## src/design/ced_pkg.sv

```systemverilog
// Shared types, character constants and small decode helpers for the C escape
// sequence decoder. It depends on nothing else. The decoder, the result FIFO
// and the top level all use it.
package ced_pkg;

  // Default depth of the result FIFO. It must be at least 2.
  localparam int FIFO_DEPTH = 4;

  // Status codes carried with each result.
  typedef enum logic [2:0] {
    ST_OK        = 3'd0,
    ST_UNKNOWN   = 3'd1,
    ST_EMPTY_HEX = 3'd2,
    ST_HEX_OVF   = 3'd3,
    ST_OCT_OVF   = 3'd4,
    ST_UNICODE   = 3'd5,
    ST_UNEXP_END = 3'd6
  } status_t;

  // Parser modes, one-hot.
  typedef enum logic [5:0] {
    MODE_START   = 6'b000001,
    MODE_BSLASH  = 6'b000010,
    MODE_HEX     = 6'b000100,
    MODE_UNICODE = 6'b001000,
    MODE_OCT0    = 6'b010000,
    MODE_OCT1    = 6'b100000
  } mode_t;

  // One result item.
  typedef struct packed {
    logic [7:0] data;
    logic       has_byte;
    status_t    status;
    logic       last;
  } result_t;

  // Everything the decoder produces for one input item: up to two results.
  typedef struct packed {
    logic [1:0] cnt;
    result_t    r0;
    result_t    r1;
  } dec_out_t;

  // Characters the parser looks for.
  localparam logic [7:0] CH_BSLASH = 8'h5C;
  localparam logic [7:0] CH_X      = 8'h78;
  localparam logic [7:0] CH_U_LO   = 8'h75;
  localparam logic [7:0] CH_U_UP   = 8'h55;
  localparam logic [7:0] CH_ZERO   = 8'h30;
  localparam logic [7:0] CH_SEVEN  = 8'h37;

  // True for 0-7.
  function automatic logic is_oct(input logic [7:0] b);
    return (b >= CH_ZERO) && (b <= CH_SEVEN);
  endfunction

  // True for 0-9, a-f and A-F.
  function automatic logic is_hex(input logic [7:0] b);
    return ((b >= 8'h30) && (b <= 8'h39)) ||
           ((b >= 8'h61) && (b <= 8'h66)) ||
           ((b >= 8'h41) && (b <= 8'h46));
  endfunction

  // Value of a hex digit; meaningful only when is_hex holds.
  function automatic logic [3:0] hex_val(input logic [7:0] b);
    logic [7:0] t;
    if (b <= 8'h39) begin
      t = b - 8'h30;
    end else if (b >= 8'h61) begin
      t = b - 8'h57;
    end else begin
      t = b - 8'h37;
    end
    return t[3:0];
  endfunction

  // Result for a simple escape letter: known letters map to their control byte or,
  // for quote, question mark and backslash, to themselves; anything else passes through flagged as unknown.
  function automatic result_t escape_letter(input logic [7:0] b);
    result_t r;
    r          = '0;
    r.has_byte = 1'b1;
    r.status   = ST_OK;
    unique case (b)
      8'h27, 8'h22, 8'h3F, 8'h5C: r.data = b;
      8'h61: r.data = 8'd7;
      8'h62: r.data = 8'd8;
      8'h66: r.data = 8'd12;
      8'h6E: r.data = 8'd10;
      8'h72: r.data = 8'd13;
      8'h74: r.data = 8'd9;
      8'h76: r.data = 8'd11;
      default: begin
        r.data   = b;
        r.status = ST_UNKNOWN;
      end
    endcase
    return r;
  endfunction

endpackage

```

## src/design/ced_decode.sv

```systemverilog
// Escape sequence parser: mode and digit registers plus the single-pass
// next-state and result logic for one input item.
// Depends on ced_pkg.
module ced_decode (
  input  logic              clk,
  input  logic              rst,
  input  logic              fire,
  input  logic [7:0]        in_byte,
  input  logic              end_of_text,
  output ced_pkg::dec_out_t res
);

  ced_pkg::mode_t mode, mode_next;
  logic [8:0]     digit_value, digit_value_next;
  logic           hex_overflow, hex_overflow_next;
  logic           digits_seen, digits_seen_next;

  ced_pkg::result_t fin;
  ced_pkg::result_t plain;
  ced_pkg::result_t r0, r1;
  logic [1:0]       cnt;
  logic [8:0]       oct_value;

  // Result that closes the run in progress, and the result for a plain byte.
  always_comb begin
    fin   = '0;
    plain = '0;
    unique case (mode)
      ced_pkg::MODE_HEX: begin
        if (digits_seen) begin
          fin.data     = digit_value[7:0];
          fin.has_byte = 1'b1;
          fin.status   = hex_overflow ? ced_pkg::ST_HEX_OVF : ced_pkg::ST_OK;
        end else begin
          fin.status   = ced_pkg::ST_EMPTY_HEX;
        end
      end
      ced_pkg::MODE_UNICODE: fin.status = ced_pkg::ST_UNICODE;
      ced_pkg::MODE_OCT0, ced_pkg::MODE_OCT1: begin
        fin.data     = digit_value[7:0];
        fin.has_byte = 1'b1;
        fin.status   = digit_value[8] ? ced_pkg::ST_OCT_OVF : ced_pkg::ST_OK;
      end
      default: fin = '0;
    endcase
    plain.data     = in_byte;
    plain.has_byte = 1'b1;
    plain.status   = ced_pkg::ST_OK;
  end

  assign oct_value = {digit_value[5:0], in_byte[2:0]};

  // Next state and the results caused by this item.
  always_comb begin
    mode_next         = mode;
    digit_value_next  = digit_value;
    hex_overflow_next = hex_overflow;
    digits_seen_next  = digits_seen;
    r0  = '0;
    r1  = '0;
    cnt = 2'd0;
    if (end_of_text) begin
      // End of text: close whatever is open and start over.
      mode_next         = ced_pkg::MODE_START;
      digit_value_next  = '0;
      hex_overflow_next = 1'b0;
      digits_seen_next  = 1'b0;
      if (mode == ced_pkg::MODE_BSLASH) begin
        r0.status = ced_pkg::ST_UNEXP_END;
        cnt       = 2'd1;
      end else if (mode != ced_pkg::MODE_START) begin
        r0  = fin;
        cnt = 2'd1;
      end
    end else begin
      unique case (mode)
        ced_pkg::MODE_BSLASH: begin
          digit_value_next  = '0;
          hex_overflow_next = 1'b0;
          digits_seen_next  = 1'b0;
          if (in_byte == ced_pkg::CH_X) begin
            mode_next = ced_pkg::MODE_HEX;
          end else if (in_byte == ced_pkg::CH_U_LO || in_byte == ced_pkg::CH_U_UP) begin
            mode_next = ced_pkg::MODE_UNICODE;
          end else if (ced_pkg::is_oct(in_byte)) begin
            mode_next        = ced_pkg::MODE_OCT0;
            digit_value_next = {6'd0, in_byte[2:0]};
          end else begin
            mode_next = ced_pkg::MODE_START;
            r0        = ced_pkg::escape_letter(in_byte);
            cnt       = 2'd1;
          end
        end
        ced_pkg::MODE_HEX, ced_pkg::MODE_UNICODE,
        ced_pkg::MODE_OCT0, ced_pkg::MODE_OCT1: begin
          if (mode == ced_pkg::MODE_HEX && ced_pkg::is_hex(in_byte)) begin
            // Accumulate a hex digit, keeping the low byte.
            if (digit_value[8:4] != 5'd0) begin
              hex_overflow_next = 1'b1;
            end
            digit_value_next = {1'b0, digit_value[3:0], ced_pkg::hex_val(in_byte)};
            digits_seen_next = 1'b1;
          end else if (mode == ced_pkg::MODE_UNICODE && ced_pkg::is_hex(in_byte)) begin
            // Unicode digits are swallowed.
            mode_next = mode;
          end else if (mode == ced_pkg::MODE_OCT0 && ced_pkg::is_oct(in_byte)) begin
            mode_next        = ced_pkg::MODE_OCT1;
            digit_value_next = oct_value;
          end else if (mode == ced_pkg::MODE_OCT1 && ced_pkg::is_oct(in_byte)) begin
            // Third octal digit closes the run.
            r0.data           = oct_value[7:0];
            r0.has_byte       = 1'b1;
            r0.status         = oct_value[8] ? ced_pkg::ST_OCT_OVF : ced_pkg::ST_OK;
            cnt               = 2'd1;
            mode_next         = ced_pkg::MODE_START;
            digit_value_next  = '0;
            hex_overflow_next = 1'b0;
            digits_seen_next  = 1'b0;
          end else begin
            // Terminator: close the run, then treat the byte as plain text.
            r0                = fin;
            digit_value_next  = '0;
            hex_overflow_next = 1'b0;
            digits_seen_next  = 1'b0;
            if (in_byte == ced_pkg::CH_BSLASH) begin
              mode_next = ced_pkg::MODE_BSLASH;
              cnt       = 2'd1;
            end else begin
              mode_next = ced_pkg::MODE_START;
              r1        = plain;
              cnt       = 2'd2;
            end
          end
        end
        default: begin
          if (in_byte == ced_pkg::CH_BSLASH) begin
            mode_next = ced_pkg::MODE_BSLASH;
          end else begin
            mode_next = ced_pkg::MODE_START;
            r0        = plain;
            cnt       = 2'd1;
          end
        end
      endcase
    end
    // Mark the final result of this item.
    if (cnt == 2'd1) begin
      r0.last = 1'b1;
    end else if (cnt == 2'd2) begin
      r1.last = 1'b1;
    end
  end

  assign res.cnt = cnt;
  assign res.r0  = r0;
  assign res.r1  = r1;

  // Parser state registers.
  always_ff @(posedge clk) begin
    if (rst) begin
      mode         <= ced_pkg::MODE_START;
      digit_value  <= '0;
      hex_overflow <= 1'b0;
      digits_seen  <= 1'b0;
    end else if (fire) begin
      mode         <= mode_next;
      digit_value  <= digit_value_next;
      hex_overflow <= hex_overflow_next;
      digits_seen  <= digits_seen_next;
    end
  end

endmodule

```

## src/design/ced_result_fifo.sv

```systemverilog
// Small result FIFO that takes up to two results per cycle and hands out one
// per transfer on the output stream.
// Depends on ced_pkg.
module ced_result_fifo #(
  parameter int Depth = ced_pkg::FIFO_DEPTH
) (
  input  logic              clk,
  input  logic              rst,
  input  logic              push_en,
  input  ced_pkg::dec_out_t push,
  output logic              room,
  output logic              out_valid,
  input  logic              out_ready,
  output ced_pkg::result_t  head
);

  localparam int PtrW = (Depth > 1) ? $clog2(Depth) : 1;
  localparam int CntW = $clog2(Depth + 1);

  ced_pkg::result_t entries [Depth];
  logic [PtrW-1:0]  wr_ptr, wr_ptr_next, wr_ptr_inc, rd_ptr, rd_ptr_inc;
  logic [CntW-1:0]  count, count_next;
  logic [CntW-1:0]  push_n;
  logic             pop;

  function automatic logic [PtrW-1:0] ptr_inc(input logic [PtrW-1:0] p);
    return (p == PtrW'(Depth - 1)) ? '0 : p + PtrW'(1);
  endfunction

  assign room       = (count <= CntW'(Depth - 2));
  assign out_valid  = (count != '0);
  assign head       = entries[rd_ptr];
  assign pop        = out_valid && out_ready;
  assign wr_ptr_inc = ptr_inc(wr_ptr);
  assign rd_ptr_inc = ptr_inc(rd_ptr);
  assign push_n     = push_en ? CntW'(push.cnt) : '0;

  // Pointer and fill count update.
  always_comb begin
    count_next  = count + push_n - (pop ? CntW'(1) : '0);
    wr_ptr_next = wr_ptr;
    if (push_n == CntW'(1)) begin
      wr_ptr_next = wr_ptr_inc;
    end else if (push_n == CntW'(2)) begin
      wr_ptr_next = ptr_inc(wr_ptr_inc);
    end
  end

  always_ff @(posedge clk) begin
    if (rst) begin
      wr_ptr <= '0;
      rd_ptr <= '0;
      count  <= '0;
    end else begin
      wr_ptr <= wr_ptr_next;
      count  <= count_next;
      if (pop) begin
        rd_ptr <= rd_ptr_inc;
      end
    end
  end

  // Result storage.
  always_ff @(posedge clk) begin
    if (push_n != '0) begin
      entries[wr_ptr] <= push.r0;
    end
    if (push_n == CntW'(2)) begin
      entries[wr_ptr_inc] <= push.r1;
    end
  end

  // The fill count never goes past the depth.
  a_count_bound: assert property (@(posedge clk) disable iff (rst)
    count <= CntW'(Depth))
    else $error("result FIFO count exceeds depth");

  // A push only happens when there is room for two results.
  a_push_room: assert property (@(posedge clk) disable iff (rst)
    push_en |-> room)
    else $error("push into result FIFO without room");

  // An empty FIFO that pushes nothing stays empty if nothing is popped.
  a_empty_hold: assert property (@(posedge clk) disable iff (rst)
    (count == '0) && !push_en |=> (count == '0))
    else $error("result FIFO count changed without a push");

endmodule

```

## src/design/c_escape_sequence_decoder_top.sv

```systemverilog
// Path: a byte passes through the input register, then is decoded into the
// result FIFO, which drives the output.
// Throughput: one byte per cycle while the result FIFO has room; a byte that
// ends a run with two results takes the single output port for two transfers.
// Reset: rst is synchronous; it returns the parser to plain text, empties the
// FIFO and drops the input register.
module c_escape_sequence_decoder_top #(
  parameter int FifoDepth = ced_pkg::FIFO_DEPTH
) (
  input  logic       clk,
  input  logic       rst,
  input  logic       s_tvalid,
  output logic       s_tready,
  input  logic [7:0] s_tdata,   // [7:0] in_byte
  input  logic       s_tuser,   // [0] end_of_text
  output logic       m_tvalid,
  input  logic       m_tready,
  output logic [7:0] m_tdata,   // [7:0] out_byte
  output logic [3:0] m_tuser,   // [0] has_byte, [3:1] status
  output logic       m_tlast    // last
);

  logic              in_valid;
  logic [7:0]        in_byte;
  logic              in_eot;
  logic              room;
  logic              fire;
  ced_pkg::dec_out_t dec;
  ced_pkg::result_t  head;

  assign fire     = in_valid && room;
  assign s_tready = !in_valid || fire;

  // Input register: reloads whenever the held byte is decoded or it is empty.
  always_ff @(posedge clk) begin
    if (rst) begin
      in_valid <= 1'b0;
    end else if (s_tready) begin
      in_valid <= s_tvalid;
    end
  end

  always_ff @(posedge clk) begin
    if (s_tready && s_tvalid) begin
      in_byte <= s_tdata;
      in_eot  <= s_tuser;
    end
  end

  ced_decode u_decode (
    .clk         (clk),
    .rst         (rst),
    .fire        (fire),
    .in_byte     (in_byte),
    .end_of_text (in_eot),
    .res         (dec)
  );

  ced_result_fifo #(
    .Depth (FifoDepth)
  ) u_fifo (
    .clk       (clk),
    .rst       (rst),
    .push_en   (fire),
    .push      (dec),
    .room      (room),
    .out_valid (m_tvalid),
    .out_ready (m_tready),
    .head      (head)
  );

  // Output stream fields.
  assign m_tdata = head.data;
  assign m_tuser = {head.status, head.has_byte};
  assign m_tlast = head.last;

  // A held byte that is not decoded stays in the input register.
  a_in_hold: assert property (@(posedge clk) disable iff (rst)
    in_valid && !fire |=> in_valid && $stable(in_byte) && $stable(in_eot))
    else $error("input register lost a byte while stalled");

  // A single result is always the last one of its byte.
  a_one_last: assert property (@(posedge clk) disable iff (rst)
    fire && (dec.cnt == 2'd1) |-> dec.r0.last)
    else $error("single result not marked last");

  // With two results only the second is marked last.
  a_two_last: assert property (@(posedge clk) disable iff (rst)
    fire && (dec.cnt == 2'd2) |-> dec.r1.last && !dec.r0.last)
    else $error("two results marked last wrongly");

endmodule

```

## config.mk

```make
export PLATFORM = sky130hd
export DESIGN_NAME = c_escape_sequence_decoder_top
export DESIGN_NICKNAME = d
export VERILOG_FILES = /design/src/design/ced_pkg.sv /design/src/design/ced_decode.sv /design/src/design/ced_result_fifo.sv /design/src/design/c_escape_sequence_decoder_top.sv
export SDC_FILE = /design/constraint.sdc
export NUM_CORES = 1
export LEC_CHECK = 0
export ABC_AREA = 0
export BUFFER_PORTS_ARGS = -buffer_cell sky130_fd_sc_hd__buf_2
export CORE_UTILIZATION = 50
export DETAILED_ROUTE_END_ITERATION = 10
export GPL_TIMING_DRIVEN = 0
export PLACE_DENSITY = 0.67
export SYNTH_ARGS = -nofsm -noshare
export SYNTH_HDL_FRONTEND = slang
export SYNTH_SLANG_ARGS = --single-unit
```

## constraint.sdc

```tcl
create_clock -name clk -period 6.1 [get_ports clk]
set_clock_uncertainty 0.05 [all_clocks]
set_input_delay 0.61 -clock clk [delete_from_list [all_inputs] [get_ports clk]]
set_output_delay 0.61 -clock clk [all_outputs]
set_load 0.01 [all_outputs]
```

==> summary by stage <==
Route
The DRC marker count from the first detailed-route iteration is 568. After detailed routing, the number of vias per cell comes to 6.58. The mean routed wirelength per cell is 21.5 um.

The routed via count is 5,141. The first TritonRoute pass finished after 6 iterations. The number of nets with antenna violations after routing is 0. The final routed wirelength across all metal layers is between 15,000 and 20,000 um. The total DRC errors in the routed layout is 0.

Placement
During placement, the flow inserted port buffers numbering 26. The global placement routability congestion is around 1.0. The number of cells after detailed placement is 765.

The HPWL after detailed placement is 12,500 um. The worst slack at placement is 1.65 ns.

Die
The core area is 10,900 um^2. The overall die width is 108 um. The full die area is 11,700 um^2. The number of rows created at floorplan is 38. Measured along the y axis, the die boundary spans roughly 110 um.

In this run the count of I/O pins placed on the die edge is 28. For this configuration, the core starts out at a cell density of 0.516.

Critical path
Along the worst path, the maximum fanout reaches 10. The critical path starts at in_byte[1]. The sort of element at the end of the critical path is a flop. The worst reg-to-reg setup slack is 1.54 ns.

The delay of the slowest cell on the worst path is approximately 0.84 ns. The slowest stage of the critical path is the sky130_fd_sc_hd__a2111oi_2 cell. For the worst setup path, the data required time is 6.05 ns. The worst setup path is of the reg2reg kind. Data on the critical path arrives at its endpoint at 4.51 ns.

The type of element launching the critical path is a flop. In this run the critical register-to-register path is launched from in_byte[1]. Traced cell by cell, the critical path runs through clkbuf_1 -> inv_1 -> ha_1 -> o21bai_1 -> a2111oi_0 -> a31o_2 -> a2111oi_2 -> nand2_1 -> clkbuf_1 -> nand2_1.

Layout
The layout has 1,013 filler cells. The sequential cells in the finished layout cover a total of 2250 um^2. The most common cell after layout, fill and taps aside is sky130_fd_sc_hd__nand2_1. The relative area change from synthesis to final layout is 11.1%. At the end of the flow the core is filled with cells to 0.573. The number of diodes is 0. The layout cell share with drive strength beyond 1 is 0.150. The post-layout instance count excluding filler cells is between 700 and 800. The multi-input combinational cell area is between 3000 and 4000 um^2. The number of nets in the layout is 665.

The top cell types in the final layout, fill and taps aside, are 74 x sky130_fd_sc_hd__nand2_1, 49 x sky130_fd_sc_hd__edfxtp_1, 43 x sky130_fd_sc_hd__buf_2.

Power
The static leakage is approximately 2.1 nW. The total power is ~1.6 mW. The power per unit of standard cell area is between 200 and 300 nW/um^2. IR analysis of the VDD net gives a maximum drop of 0.000194 V.

Synth
Synthesis inferred 88 register bits. The count of unique library cells instantiated by Yosys is 78. The gate count after technology mapping is 599. The share of the yosys chip area belonging to registers is 0.399. By area the synthesized netlist is led by sky130_fd_sc_hd__edfxtp_1 26%, sky130_fd_sc_hd__dfxtp_1 14%, sky130_fd_sc_hd__mux4_2 5.2%. When the netlist entered floorplanning its net count stood at 628. The top-area cell type share of the netlist area is 0.261.

The fraction of registers with async set/reset is 0. Counting flops with a built-in enable in the synthesized netlist gives a little under 50. Summed over all instances, the cell type with the most area after synthesis is sky130_fd_sc_hd__edfxtp_1. Among all flip-flop cells after synthesis, the most frequent one is sky130_fd_sc_hd__edfxtp_1. The synthesized cell area is 5640 um^2. The Yosys step of the flow raised 0 warnings.

A synthesized cell averages 9.41 um^2.

Global route
For this run, the total global-route usage over all layers was measured as 0.299. The via count of the first global-routing pass is 4,716. The initial antenna violation count came to 0. The first global-routing pass estimated 25,900 um of wire. Entering global routing, the biggest net connects 16 pins.

Global routing finished with a remaining overflow of 0.

STA
The final worst-path cycle share is 0.748. Adding up every negative setup slack in the final design gives 0 ns. The time the worst path needs with I/O delays and setup is 4.56 ns. The worst-case setup margin in the final layout is 1.54 ns. Setup repair after global routing left no endpoint under its margin. The final-report max-slew violation count came to 0. The maximum clock rate is 0.219 GHz.

At the pin with the least slew margin, the transition time is 0.927 ns. Measured against its own limit, the worst slew margin works out to 0.381. The final count of negative-setup-slack endpoints is 0.

The final hold violation count is 0.

Clocking
Post-CTS repair changed the size of 0 cells. CTS placed an instance of sky130_fd_sc_hd__clkbuf_16 at the clock tree root. The maximum buffer depth of the clock tree is 2.

TritonCTS created 9 clock buffers. Clock-pin slew was measured on the worst setup and hold paths at 0.06 ns. Clock latency on the worst-skew pair, taken at its later pin, is ~0.36 ns.

The number of hold-repair buffers added at the cts stage is 0. The count of buffers added by post-CTS timing repair for setup is 0. The clock drives 88 sinks. The H-tree was split into 3 levels. TritonCTS built the clock tree.

Hold path
The beginning of the worst hold path is s_tdata[3]. The kind of path behind the tightest hold check is in2reg.

Job
The number of violations of the max-capacitance limit is 0.

Run status
The run finished with clean final reports.
==> power breakdown <==
group / leakage [nW] / switching [mW] / total (mW) / internal, mW
clock: 0.159 / 0.243 / 0.604 / 0.360
combinational: 1.22 / 0.195 / 0.329 / 0.134
sequential: 0.771 / 0.0235 / 0.677 / 0.654
==> worst paths after layout <==
kind,end,cells past startpoint
max,u_fifo.entries[1][7],10
min,in_byte[3],1
max reg2reg,u_fifo.entries[1][7],10
min reg2reg,u_fifo.entries[3][1],1
==> layout make-up <==
type | instances | share of cell area
flip-flops and latches | 88 | 0.360
repair buffers | 26 | 0.0208
inverters | 22 | 0.0132
clock buffers | 9 | 0.0360
multi-input cells | 445 | 0.495
clock inverters | 7 | 0.0150
plain buffers | 44 | 0.0328
well taps | 140 | 0.0280
==> metrics by stage <==
step,hold slack (ns),instance area [um^2]
final,0.374,6260
after global routing,0.371,6260
after CTS,0.370,6260
after floorplan,0.377,5640
after detailed placement,0.393,5940
after global placement,0.393,5940
==> kinds of logic (layout without fill, tap and decap cells) <==
| logic type | after synthesis | after routing | synth area share |
|---|---|---|---|
| simple gates | 219 | 219 | 0.209 |
| xor+xnor | 7 | 7 | 0.0109 |
| buf+inv | 66 | 108 | 0.0510 |
| mux | 23 | 23 | 0.0697 |
| flops | 88 | 88 | 0.399 |
| fa+ha+maj | 16 | 16 | 0.0368 |
| compound gates | 180 | 180 | 0.223 |
==> synthesized netlist by cell type, drive strengths merged, types with 9 or more instances <==
master / number
a21oi: 34
nor4: 9
o21ai: 41
nand3: 9
dfxtp: 39
edfxtp: 49
clkbuf: 21
o31ai: 10
nand2: 74
mux2i: 10
buf: 23
or3: 9
a22oi: 11
inv: 22
nor2: 36
nor3: 11
mux4: 13
ha: 15
o22ai: 24
==> critical path: cells and delay by family (launching register included) <==
kind	cells	cell delay (ns)
adder cells (fa/ha/maj)	1	0.33
AND/OR/NAND/NOR	2	0.85
AO/OA/AOI/OAI	4	1.57
flip-flops	1	0.38
buffers and inverters	3	1.01
==> state kept, by name, summed over array words and instances (netlist names), named ones only <==
name                   flops
u_fifo.entries            52
u_decode.digit_value       9
in_byte                    8
u_decode.mode              6
u_fifo.count               3
u_fifo.rd_ptr              2
u_fifo.wr_ptr              2
in_eot                     1
in_valid                   1
u_decode.digits_seen       1
u_decode.hex_overflow      1
==> metal layers <==
layer  vias up  routed length [um]  GRT usage
met3        36                1240     0.0338
met5         -                   0          0
met1      2464                7060      0.389
met2       276                7970      0.492
met4         0                 514      0.148
li1       2365                   -          -
Power figures use the tool's default switching activity.
